File: config.mk
export PLATFORM = sky130hd
export DESIGN_NAME = joystick_sector_relay_mapper
export DESIGN_NICKNAME = d
export VERILOG_FILES = /design/src/sv/jsrm_pkg.sv /design/src/sv/joystick_sector_relay_mapper.sv
export SDC_FILE = /design/constraint.sdc
export NUM_CORES = 1
export LEC_CHECK = 0
export BUFFER_PORTS_ARGS = -buffer_cell sky130_fd_sc_hd__buf_4
export CORE_ASPECT_RATIO = 1.75
export CORE_UTILIZATION = 55
export CTS_BUF_LIST = sky130_fd_sc_hd__clkbuf_4
export DETAILED_ROUTE_END_ITERATION = 8
export GPL_ROUTABILITY_DRIVEN = 0
export PLACE_DENSITY = 0.72
export SLEW_MARGIN = 10
export SYNTH_ARGS = -nofsm -noshare
export SYNTH_HDL_FRONTEND = slang
export SYNTH_SLANG_ARGS = --single-unit
export TNS_END_PERCENT = 100
File: constraint.sdc
create_clock -name aclk -period 11.8 [get_ports aclk]
set_input_delay 2.36 -clock aclk [delete_from_list [all_inputs] [get_ports aclk]]
set_output_delay 2.36 -clock aclk [all_outputs]
set_load 0.005 [all_outputs]
File: src/sv/jsrm_pkg.sv
// Shared types, reset values and the sector-to-relay table for the joystick sector relay mapper.
`timescale 1ns / 1ps

package jsrm_pkg;

    localparam int unsigned AXIS_W   = 8;
    localparam int unsigned RELAY_W  = 6;
    localparam int unsigned SECTOR_W = 4;
    localparam int unsigned SQ_W     = 2 * AXIS_W;   // one axis squared
    localparam int unsigned DIST_W   = SQ_W + 1;     // sum of two squares

    localparam int unsigned S_TDATA_W = 2 * AXIS_W;
    localparam int unsigned M_TDATA_W = 16;
    localparam int unsigned M_PAD_W   = M_TDATA_W - RELAY_W - 1 - SECTOR_W;

    localparam int unsigned CFG_INDEX_W = 2;
    localparam int unsigned CFG_DATA_W  = 8;

    typedef enum logic [CFG_INDEX_W-1:0] {
        CFG_CENTER = 2'd0,
        CFG_ENTER  = 2'd1,
        CFG_EXIT   = 2'd2
    } cfg_index_t;

    localparam logic [AXIS_W-1:0] CENTER_RESET = 8'd127;
    // Thresholds are kept squared: (enter+1)^2 and exit^2.
    localparam logic [DIST_W-1:0] ENTER_SQ_RESET = 17'd3721;   // (60+1)^2
    localparam logic [SQ_W-1:0]   EXIT_SQ_RESET  = 16'd1600;   // 40^2

    localparam logic [SECTOR_W-1:0] SECTOR_AT_CENTER = 4'd6;
    localparam logic [SECTOR_W-1:0] SECTOR_RIGHT     = 4'd9;
    localparam logic [SECTOR_W-1:0] SECTOR_MAX       = 4'd11;

    typedef logic [RELAY_W-1:0]  relay_mask_t;
    typedef logic [SECTOR_W-1:0] sector_t;

    function automatic relay_mask_t relay_lookup(input sector_t sector);
        relay_mask_t mask;
        unique case (sector)
            4'd0:    mask = 6'h08;
            4'd1:    mask = 6'h18;
            4'd2:    mask = 6'h10;
            4'd3:    mask = 6'h30;
            4'd4:    mask = 6'h20;
            4'd5:    mask = 6'h21;
            4'd6:    mask = 6'h01;
            4'd7:    mask = 6'h03;
            4'd8:    mask = 6'h02;
            4'd9:    mask = 6'h06;
            4'd10:   mask = 6'h04;
            4'd11:   mask = 6'h0C;
            default: mask = '0;
        endcase
        return mask;
    endfunction

endpackage

File: src/sv/joystick_sector_relay_mapper.sv
// Top level: joystick sample to direction sector and relay mask, with hysteresis.
`timescale 1ns / 1ps

//  channel  | direction | beat contents (lowest bits first)
//  ---------+-----------+---------------------------------------------------------
//  s_axis   | in        | x_position[7:0], y_position[15:8]
//  m_axis   | out       | relay_mask[5:0], stick_active[6], direction_sector[10:7]
//  cfg_wr   | in        | index 0 center_value, 1 enter_radius, 2 exit_radius
//
//  One sample per clock while the sink keeps up; path: input register, then the
//  single compute stage, then the result register.
//  aresetn (synchronous) clears the deflected flag and both valids and restores
//  the register defaults 127 / 60 / 40.
//  A stalled result holds in the result register while one more sample waits in
//  the input register; s_tready drops only when both are full.

module joystick_sector_relay_mapper
    import jsrm_pkg::*;
(
    input  logic                   aclk,
    input  logic                   aresetn,

    input  logic                   s_tvalid,
    output logic                   s_tready,
    input  logic [S_TDATA_W-1:0]   s_tdata,    // x_position[7:0], y_position[15:8]

    output logic                   m_tvalid,
    input  logic                   m_tready,
    output logic [M_TDATA_W-1:0]   m_tdata,    // relay_mask[5:0], stick_active[6],
                                               // direction_sector[10:7], zero[15:11]

    input  logic                   cfg_wr_en,
    input  logic [CFG_INDEX_W-1:0] cfg_wr_index,
    input  logic [CFG_DATA_W-1:0]  cfg_wr_data
);

    // ------------------------------------------------------------------
    // Configuration: keep the center and the two thresholds already squared
    // ------------------------------------------------------------------
    logic [AXIS_W-1:0] center_reg;
    logic [DIST_W-1:0] enter_sq_reg;
    logic [SQ_W-1:0]   exit_sq_reg;

    logic [AXIS_W:0]     enter_plus_one;
    logic [2*AXIS_W+1:0] enter_sq_full;
    logic [SQ_W-1:0]     exit_sq_full;

    assign enter_plus_one = {1'b0, cfg_wr_data} + 9'd1;
    assign enter_sq_full  = {{(AXIS_W+1){1'b0}}, enter_plus_one} *
                            {{(AXIS_W+1){1'b0}}, enter_plus_one};
    assign exit_sq_full   = {{AXIS_W{1'b0}}, cfg_wr_data} * {{AXIS_W{1'b0}}, cfg_wr_data};

    always_ff @(posedge aclk) begin
        if (!aresetn) begin
            center_reg   <= CENTER_RESET;
            enter_sq_reg <= ENTER_SQ_RESET;
            exit_sq_reg  <= EXIT_SQ_RESET;
        end else if (cfg_wr_en) begin
            unique case (cfg_wr_index)
                CFG_CENTER: center_reg   <= cfg_wr_data;
                CFG_ENTER:  enter_sq_reg <= enter_sq_full[DIST_W-1:0];
                CFG_EXIT:   exit_sq_reg  <= exit_sq_full;
                default: ;  // drop writes past the register list
            endcase
        end
    end

    // ------------------------------------------------------------------
    // Handshake: input register feeds the result register in one step
    // ------------------------------------------------------------------
    logic              in_valid_reg;
    logic [AXIS_W-1:0] x_reg;
    logic [AXIS_W-1:0] y_reg;
    logic              m_valid_reg;
    logic              advance;
    logic              process;

    // Advance whenever the result register is free or being drained this cycle.
    assign advance  = !m_valid_reg || m_tready;
    assign process  = in_valid_reg && advance;
    assign s_tready = !in_valid_reg || advance;

    always_ff @(posedge aclk) begin
        if (!aresetn) begin
            in_valid_reg <= 1'b0;
        end else if (s_tready) begin
            in_valid_reg <= s_tvalid;
        end
    end

    always_ff @(posedge aclk) begin
        if (s_tready && s_tvalid) begin
            x_reg <= s_tdata[AXIS_W-1:0];
            y_reg <= s_tdata[2*AXIS_W-1:AXIS_W];
        end
    end

    // ------------------------------------------------------------------
    // Compute stage
    // ------------------------------------------------------------------
    logic [AXIS_W:0]   dx;        // two's complement, -255..255
    logic [AXIS_W:0]   dy;
    logic              dx_neg, dy_neg, dx_zero, dy_zero;
    logic [AXIS_W-1:0] abs_x, abs_y;
    logic [SQ_W-1:0]   a2, b2;
    logic [DIST_W:0]   a2_x3, b2_x3;
    logic [DIST_W-1:0] dist_sq;
    logic [1:0]        step;
    logic              flag_reg;
    logic              flag_next;
    sector_t           sector_raw;
    sector_t           sector_next;
    relay_mask_t       mask_next;

    assign dx      = {1'b0, x_reg} - {1'b0, center_reg};
    assign dy      = {1'b0, y_reg} - {1'b0, center_reg};
    assign dx_neg  = dx[AXIS_W];
    assign dy_neg  = dy[AXIS_W];
    assign dx_zero = (dx == '0);
    assign dy_zero = (dy == '0);
    assign abs_x   = dx_neg ? AXIS_W'(-dx) : dx[AXIS_W-1:0];
    assign abs_y   = dy_neg ? AXIS_W'(-dy) : dy[AXIS_W-1:0];
    assign a2      = {{AXIS_W{1'b0}}, abs_x} * {{AXIS_W{1'b0}}, abs_x};
    assign b2      = {{AXIS_W{1'b0}}, abs_y} * {{AXIS_W{1'b0}}, abs_y};
    assign dist_sq = {1'b0, a2} + {1'b0, b2};
    assign a2_x3   = {1'b0, a2, 1'b0} + {2'b00, a2};
    assign b2_x3   = {1'b0, b2, 1'b0} + {2'b00, b2};

    // Step within a quadrant: under 30 degrees off the y axis, under 60, or beyond.
    always_comb begin
        priority if (a2_x3 < {2'b00, b2}) begin
            step = 2'd0;
        end else if ({2'b00, a2} < b2_x3) begin
            step = 2'd1;
        end else begin
            step = 2'd2;
        end
    end

    // Hysteresis: an idle stick may only set, a deflected stick may only clear.
    always_comb begin
        if (!flag_reg) begin
            flag_next = (dist_sq >= enter_sq_reg);
        end else begin
            flag_next = !(dist_sq < {1'b0, exit_sq_reg});
        end
    end

    // Quadrant folding; straight down lands on the top sector without a clamp.
    always_comb begin
        priority if (!dx_neg && !dy_neg) begin
            priority if (dy_zero && !dx_zero) begin
                sector_raw = SECTOR_RIGHT;
            end else if (dx_zero && dy_zero) begin
                sector_raw = SECTOR_AT_CENTER;
            end else begin
                sector_raw = 4'd6 + {2'b00, step};
            end
        end else if (!dx_neg) begin
            sector_raw = SECTOR_MAX - {2'b00, step};
        end else if (!dy_neg) begin
            sector_raw = 4'd5 - {2'b00, step};
        end else begin
            sector_raw = {2'b00, step};
        end
    end

    assign sector_next = flag_next ? sector_raw : '0;
    assign mask_next   = flag_next ? relay_lookup(sector_raw) : '0;

    // ------------------------------------------------------------------
    // State and result register
    // ------------------------------------------------------------------
    relay_mask_t mask_reg;
    logic        active_reg;
    sector_t     sector_reg;

    always_ff @(posedge aclk) begin
        if (!aresetn) begin
            flag_reg    <= 1'b0;
            m_valid_reg <= 1'b0;
        end else begin
            if (process) begin
                flag_reg <= flag_next;
            end
            if (advance) begin
                m_valid_reg <= in_valid_reg;
            end
        end
    end

    always_ff @(posedge aclk) begin
        if (process) begin
            mask_reg   <= mask_next;
            active_reg <= flag_next;
            sector_reg <= sector_next;
        end
    end

    assign m_tvalid = m_valid_reg;
    assign m_tdata  = {{M_PAD_W{1'b0}}, sector_reg, active_reg, mask_reg};

`ifndef SYNTH
    // The deflected flag moves only when a sample passes through the compute stage.
    assert property (@(posedge aclk) disable iff (!aresetn)
        !process |=> $stable(flag_reg))
        else $error("deflected flag changed without a sample");

    // An idle stick reports neither relays nor a sector.
    assert property (@(posedge aclk) disable iff (!aresetn)
        (m_tvalid && !m_tdata[RELAY_W]) |->
            (m_tdata[RELAY_W-1:0] == '0 && m_tdata[RELAY_W+SECTOR_W:RELAY_W+1] == '0))
        else $error("inactive result carries a mask or sector");

    // A deflected stick drives one or two neighboring relays in a valid sector.
    assert property (@(posedge aclk) disable iff (!aresetn)
        (m_tvalid && m_tdata[RELAY_W]) |->
            (m_tdata[RELAY_W+SECTOR_W:RELAY_W+1] <= SECTOR_MAX &&
             m_tdata[RELAY_W-1:0] != '0 &&
             $countones(m_tdata[RELAY_W-1:0]) <= 2))
        else $error("active result has a bad sector or mask");

    // Input stalls only when both registers are full and the sink is stalled.
    assert property (@(posedge aclk) disable iff (!aresetn)
        !s_tready |-> (in_valid_reg && m_valid_reg && !m_tready))
        else $error("input stalled with room available");
`endif

endmodule
; ---- After elaboration in Yosys (flattened, before gate mapping)
; Memories as Yosys holds them, arrays and structs flattened. A register that Yosys moved wholly into a read port is not among the register bits.
; Index checks and enable logic that the tools add are counted.
[classes]
addsub = 11
n_mul = 4
div = 0
magnitude_cmp = 4
n_eq_ne = 2
n_shift = 0
muxes = 10
n_bitwise = 0
n_reduce_logical = 20
[op_table]
columns = cell, count
row1 = multiplier 8 x 8 -> 16 bit, 3
row2 = adder 17 x 16 -> 18 bit, 2
row3 = two-way mux 4 bit, 5
row4 = logical NOT 9 bit, 2
row5 = less-than comparator 16 x 18 -> 1 bit, 1
row6 = less-than comparator 18 x 16 -> 1 bit, 1
row7 = subtractor 8 x 8 -> 9 bit, 2
row8 = adder 16 x 16 -> 17 bit, 1
row9 = greater-or-equal comparator 17 bit, 1
row10 = less-than comparator 17 x 16 -> 1 bit, 1
row11 = multiplier 9 x 9 -> 17 bit, 1
row12 = two-way mux 8 bit, 2
row13 = negation 8 bit, 2
row14 = adder 8 x 1 -> 9 bit (second input constant), 1
row15 = logical NOT 1 bit, 7
row16 = AND reduction 2 bit, 3
row17 = logical AND 1 bit, 5
row18 = adder 3 x 2 -> 4 bit (first input constant), 1
row19 = two-way mux 2 bit, 2
row20 = subtractor 3 x 2 -> 4 bit (first input constant), 1
row21 = subtractor 4 x 2 -> 4 bit (first input constant), 1
row22 = equality test 2 x 1 -> 1 bit (second input constant), 1
row23 = equality test 2 bit (second input constant), 1
row24 = logical NOT 2 bit, 1
row25 = 2 further kinds, 3
[word_totals]
regBits = 65
latch_bits = 0
ram_bits = 0
rom_bits = 96
inputBits = 31
out_inout_bits = 18
word_cells = 62
n_memories = 1
[memory_table]
columns = name, words, word_bits, read_ports, rd_clocked_by_memory_dff, wr, line
row1 = (name not given), 16, 6, 1, 1, 0, jsrm_pkg.sv:39  ; unique case (sector)

; ---- Longest topological paths before layout
[depth]
depth_word = 12
mapped_depth = 46

; ---- Worst setup path after synthesis
; Ideal clock, no wire load.
[synth_path]
kind = reg2reg
from = reg x_reg[0]
to = reg mask_reg[0], data pin
setup_time_ns = 0.254
arrival_time_ns = 9.054
required_time_ns = 11.546
setup_slack_ns = 2.491
path_stages_with_launch = 42
n_path_buf = 2
synth_period_minus_slack_ns = 9.309
cell_sequence = edfxtp_1 inv_1 ha_1 inv_1 fa_1 a21o_1 a21o_1 a21bo_1 a31o_2 clkbuf_1 nor2_1 xor2_1 or2_2 inv_1 fa_1 fa_1 inv_1 fa_1 [... 6 more ...] xnor2_1 ha_1 a211oi_1 nor2_1 o31a_1 maj3_1 a21oi_1 xnor2_1 ha_1 nand3_1 nor2_1 a2111oi_0 o21ai_0 a211oi_1 a21o_1 buf_4 a311oi_4 o21a_1
[synth_via]
elab_chain_len = 11
elab_cells_between_ends = 29
classes_between = add/sub (7) / mul (1) / order compare (4) / mux (9) / reduce/logical (8)
[synth_rtl]
columns = element, line
row1 = start: declaration, joystick_sector_relay_mapper.sv:72  ; logic [AXIS_W-1:0] x_reg;
row2 = start signal: assignment, joystick_sector_relay_mapper.sv:93  ; x_reg <= s_tdata[AXIS_W-1:0];
row3 = subtractor 8 x 8 -> 9 bit *, joystick_sector_relay_mapper.sv:115  ; assign dx = {1'b0, x_reg} - {1'b0, center_reg};
row4 = negation 8 bit, joystick_sector_relay_mapper.sv:121  ; assign abs_x = dx_neg ? AXIS_W'(-dx) : dx[AXIS_W-1:0];
row5 = two-way mux 8 bit, joystick_sector_relay_mapper.sv:121
row6 = multiplier 8 x 8 -> 16 bit, joystick_sector_relay_mapper.sv:123  ; assign a2 = {{AXIS_W{1'b0}}, abs_x} * {{AXIS_W{1'b0}}, abs_x};
row7 = adder 17 x 16 -> 18 bit / less-than comparator 16 x 18 -> 1 bit (equally long branches), "joystick_sector_relay_mapper.sv:126, joystick_sector_relay_mapper.sv:133"
row8 = less-than comparator 18 x 16 -> 1 bit / two-way mux 2 bit (equally long branches), "joystick_sector_relay_mapper.sv:131, joystick_sector_relay_mapper.sv:133"
row9 = two-way mux 2 bit, joystick_sector_relay_mapper.sv:131  ; priority if (a2_x3 < {2'b00, b2}) begin
row10 = subtractor 3 x 2 -> 4 bit / adder 3 x 2 -> 4 bit (equally long branches), "joystick_sector_relay_mapper.sv:162, joystick_sector_relay_mapper.sv:157"
row11 = "two-way mux 4 bit, on equally long branches", "joystick_sector_relay_mapper.sv:161, joystick_sector_relay_mapper.sv:154"
row12 = "two-way mux 4 bit, on equally long branches", "joystick_sector_relay_mapper.sv:159, joystick_sector_relay_mapper.sv:152"
row13 = two-way mux 4 bit, joystick_sector_relay_mapper.sv:151  ; priority if (!dx_neg && !dy_neg) begin
row14 = end: declaration, joystick_sector_relay_mapper.sv:174  ; relay_mask_t mask_reg;
; Every way passes the cells marked *; elsewhere a longest branch is shown, timed or not.
; A chain may end at the register's enable or synchronous reset.

; ---- Worst setup path in the final report
[layout_path]
from = reg x_reg[0]
to = reg sector_reg[0], data pin
[layout_via]
elab_cells_between_ends = 28
classes_between = add/sub (7) / mul (1) / order compare (4) / mux (9) / reduce/logical (7)
[layout_lines]
columns = element, line
row1 = subtractor 8 x 8 -> 9 bit *, joystick_sector_relay_mapper.sv:115
row2 = negation 8 bit, joystick_sector_relay_mapper.sv:121
row3 = two-way mux 8 bit *, joystick_sector_relay_mapper.sv:121
row4 = multiplier 8 x 8 -> 16 bit *, joystick_sector_relay_mapper.sv:123
row5 = adder 16 x 16 -> 17 bit *, joystick_sector_relay_mapper.sv:125  ; assign dist_sq = {1'b0, a2} + {1'b0, b2};
row6 = less-than comparator 17 x 16 -> 1 bit, joystick_sector_relay_mapper.sv:145  ; flag_next = !(dist_sq < {1'b0, exit_sq_reg});
row7 = logical NOT 1 bit, joystick_sector_relay_mapper.sv:145
row8 = two-way mux 1 bit *, joystick_sector_relay_mapper.sv:142  ; if (!flag_reg) begin
row9 = via flag_next, joystick_sector_relay_mapper.sv:110  ; logic flag_next;
row10 = end signal: assignment, joystick_sector_relay_mapper.sv:196  ; sector_reg <= sector_next;
row11 = end: declaration, joystick_sector_relay_mapper.sv:176  ; sector_t sector_reg;
; The timed path passes the listed nets; every way through them passes the cells marked *.

==> impl_results.md <==
* Status: finished clean
* Sum Neg Setup Slack at 0 ns
* Largest net degree at the start of global routing at 25
* CTS Root Cell: clkbuf_4
* Initial Util at 56.2%
* Unrepaired setup endpoints after global routing: no
* FF+latch area at ~1700 um2
* Commonest non-fill, non-tap cell in the layout: inv_1
* CTS buffer count at 9
* Final slew viol count at 0
* Layout cells sized above 1 at 6.75%
* WP data arrival at around 11 ns
* Reg2reg start: x_reg[0]
* CP Capture Type: register
* Hold_sp: exit_sq_reg[4]
* Hold crit path type: reg -> reg
* Fin nets at around 2000
* Mapped Cells at roughly 1600
* Multi-input gate area at roughly 11000 um2
* Largest register FFs at 16
* # fillers at approximately 2200
* Post-synth top area share at a little over a fifth
* MaxCap Viol Count at 0
* Tcrit/Tclk final at ~90%
* CTS H-Tree Depth at 3
* Hold Vio Cnt, Final at 0
* Cell taking the most area after synthesis: ha_1
* Hold buffer count at cts at 0
* #FFs+latches synth at 69
* CP startpoint kind: register
* Num ports at a little under 50
* Vias in the first global route at 11600
* Worst rel slew slack at 38.4%
* Critical path class: reg -> reg
* CP startpoint: x_reg[0]
* Fmax at 94.4 MHz
* DR vias at ~11000
* ANT nets after route at 0
* Top cells by area in the synthesized netlist: ha_1, fa_1, inv_1
* Count of final setup violators at 0
* Number of DRC markers in iteration 0 at 340
* Total global-route track usage at between 20% and 30%
* Avg Inst Size Synth at about 8.5 um2
* Final wirelength at 32300 um
* Clock Pin Slew Worst Setup and Hold Paths at approximately 0.14 ns
* Syn-to-layout area delta at 5.45%
* CORE AREA at 24000 um2
* Worst-Skew Late Latency at 0.44 ns
* Slowest CP cell: xnor2_1
* Port bufs at 43
* Register area share after synthesis at 12.2%
* Data required, critical path at between 10 and 15 ns
* Post-route minimum period at about 11 ns
* DIE AREA at approximately 25000 um2
* Via/cell ratio at approximately 5.7
* Cell area after synthesis at ~13000 um2
* Initial antenna violation count at 1
* Pre-antenna DRT Iters at 5
* Estimated wirelength of the detail-placed design at approximately 28000 um
* Total grt overflow at 0
* Deepest clock path buffer count at 2
* Share of synthesized registers carrying an async set or reset at 0%
* Die height at between 200 and 250 um
* Row count at 75
* Worst Path Max Fanout at 13
* Post CTS Setup Buffer Count at 0
* WL per Instance at between 15 and 20 um
* Post-synth cell types at about 80
* Most frequent cells in the layout: inv_1, ha_1, nor2_1
* Clock sinks at 69
* Die extent in x at between 100 and 150 um
* Syn. warnings at 0
* Layout Skew at ~0.019 ns
* Predominant post-synthesis flop cell: dfxtp_1
* EDFF count, synth at 27
* Top cell by count, worst path: inv_1
* CP peak stage delay at 0.59 ns
* Worst-margin pin slew at ~0.9 ns
* DRC errors left at 0
* Resized Gates After CTS at 0
* CTS tree: done
* First-pass GRT wire length at approximately 54000 um
[critical path: cells and delay by family (launching register included)]
| kind | cells | cell delay (ns) |
|---|---|---|
| fa+ha+maj | 10 | 4.05 |
| simple gates | 6 | 0.68 |
| compound gates | 14 | 3.17 |
| xor+xnor | 3 | 1.18 |
| buf+inv | 8 | 0.87 |
| flops | 1 | 0.38 |
[cells in the mapped netlist, drive strengths merged (5+ instances only)]
cell type  instances
inv              259
o21a              23
nor2             126
and2              18
a31oi              6
dfxtp             42
buf               11
and3               7
o31a               8
nand4              6
o21ai             63
nor3              21
o21bai            12
or2               19
nor3b              5
nand3             21
a211oi            22
xnor2             76
nand2            117
o211ai            22
fa               114
xor2              44
edfxtp            27
o31ai              6
ha               233
mux2i              6
a21o              42
clkbuf            27
nand2b            23
o221ai             5
a21oi             84
nor2b             19
[path summary, 6_finish.rpt]
kind | to | slack (ns) | cells after the start
worst min register to register | exit_sq_reg[4] | 0.46 | 2
worst max register to register | sector_reg[0] | 1.21 | 41
worst min-delay path | exit_sq_reg[4] | 0.46 | 2
worst max-delay path | sector_reg[0] | 1.21 | 41
[metrics by stage]
step | instances | area (um2) | setup slack [ns] | hold slack [ns] | util, %
floorplan | 1601 | 13500 | 2.49 | 0.432 | -
global placement | 1921 | 14100 | 1.51 | 0.442 | 58.7
detailed placement | 1921 | 14100 | 1.31 | 0.447 | 58.7
CTS | 1937 | 14200 | 1.26 | 0.464 | 59.2
global route | 1938 | 14200 | 0.618 | 0.477 | 59.3
finish | 1938 | 14200 | 1.21 | 0.462 | 59.3
[cells by family (layout without fill, tap and decap cells)]
logic type | after synthesis | in the layout | synth area share (%)
and+or+nand+nor | 404 | 404 | 14.2
adders and majority gates | 351 | 351 | 38.8
AOI/OAI and AO/OA | 337 | 337 | 17.1
buffers and inverters | 297 | 325 | 8.65
xor gates and xnor gates | 121 | 121 | 8.18
DFF | 69 | 69 | 12.2
muxes | 10 | 10 | 0.779
other | 2 | 13 | 0.0556
[layer usage]
layer	vias to the layer above	global-route usage, %	wire length, um
met1	5281	26.0	11600
met5	-	0	0
met2	198	54.9	18300
met4	0	15.1	1830
li1	5422	-	-
met3	87	1.77	531
[layout make-up]
class                   count  share of cell area, %
clock inverters             7                  0.440
clock buffers               9                  0.475
multi-input cells        1235                   75.3
diodes                      1                 0.0176
repair buffers             50                   2.64
flip-flops and latches     69                   11.6
inverters                 259                   6.83
well taps                 308                   2.71
Power is left out: the tool's default activity adds up to more than one toggle a clock period on the data nets, which glitch-free logic cannot reach.
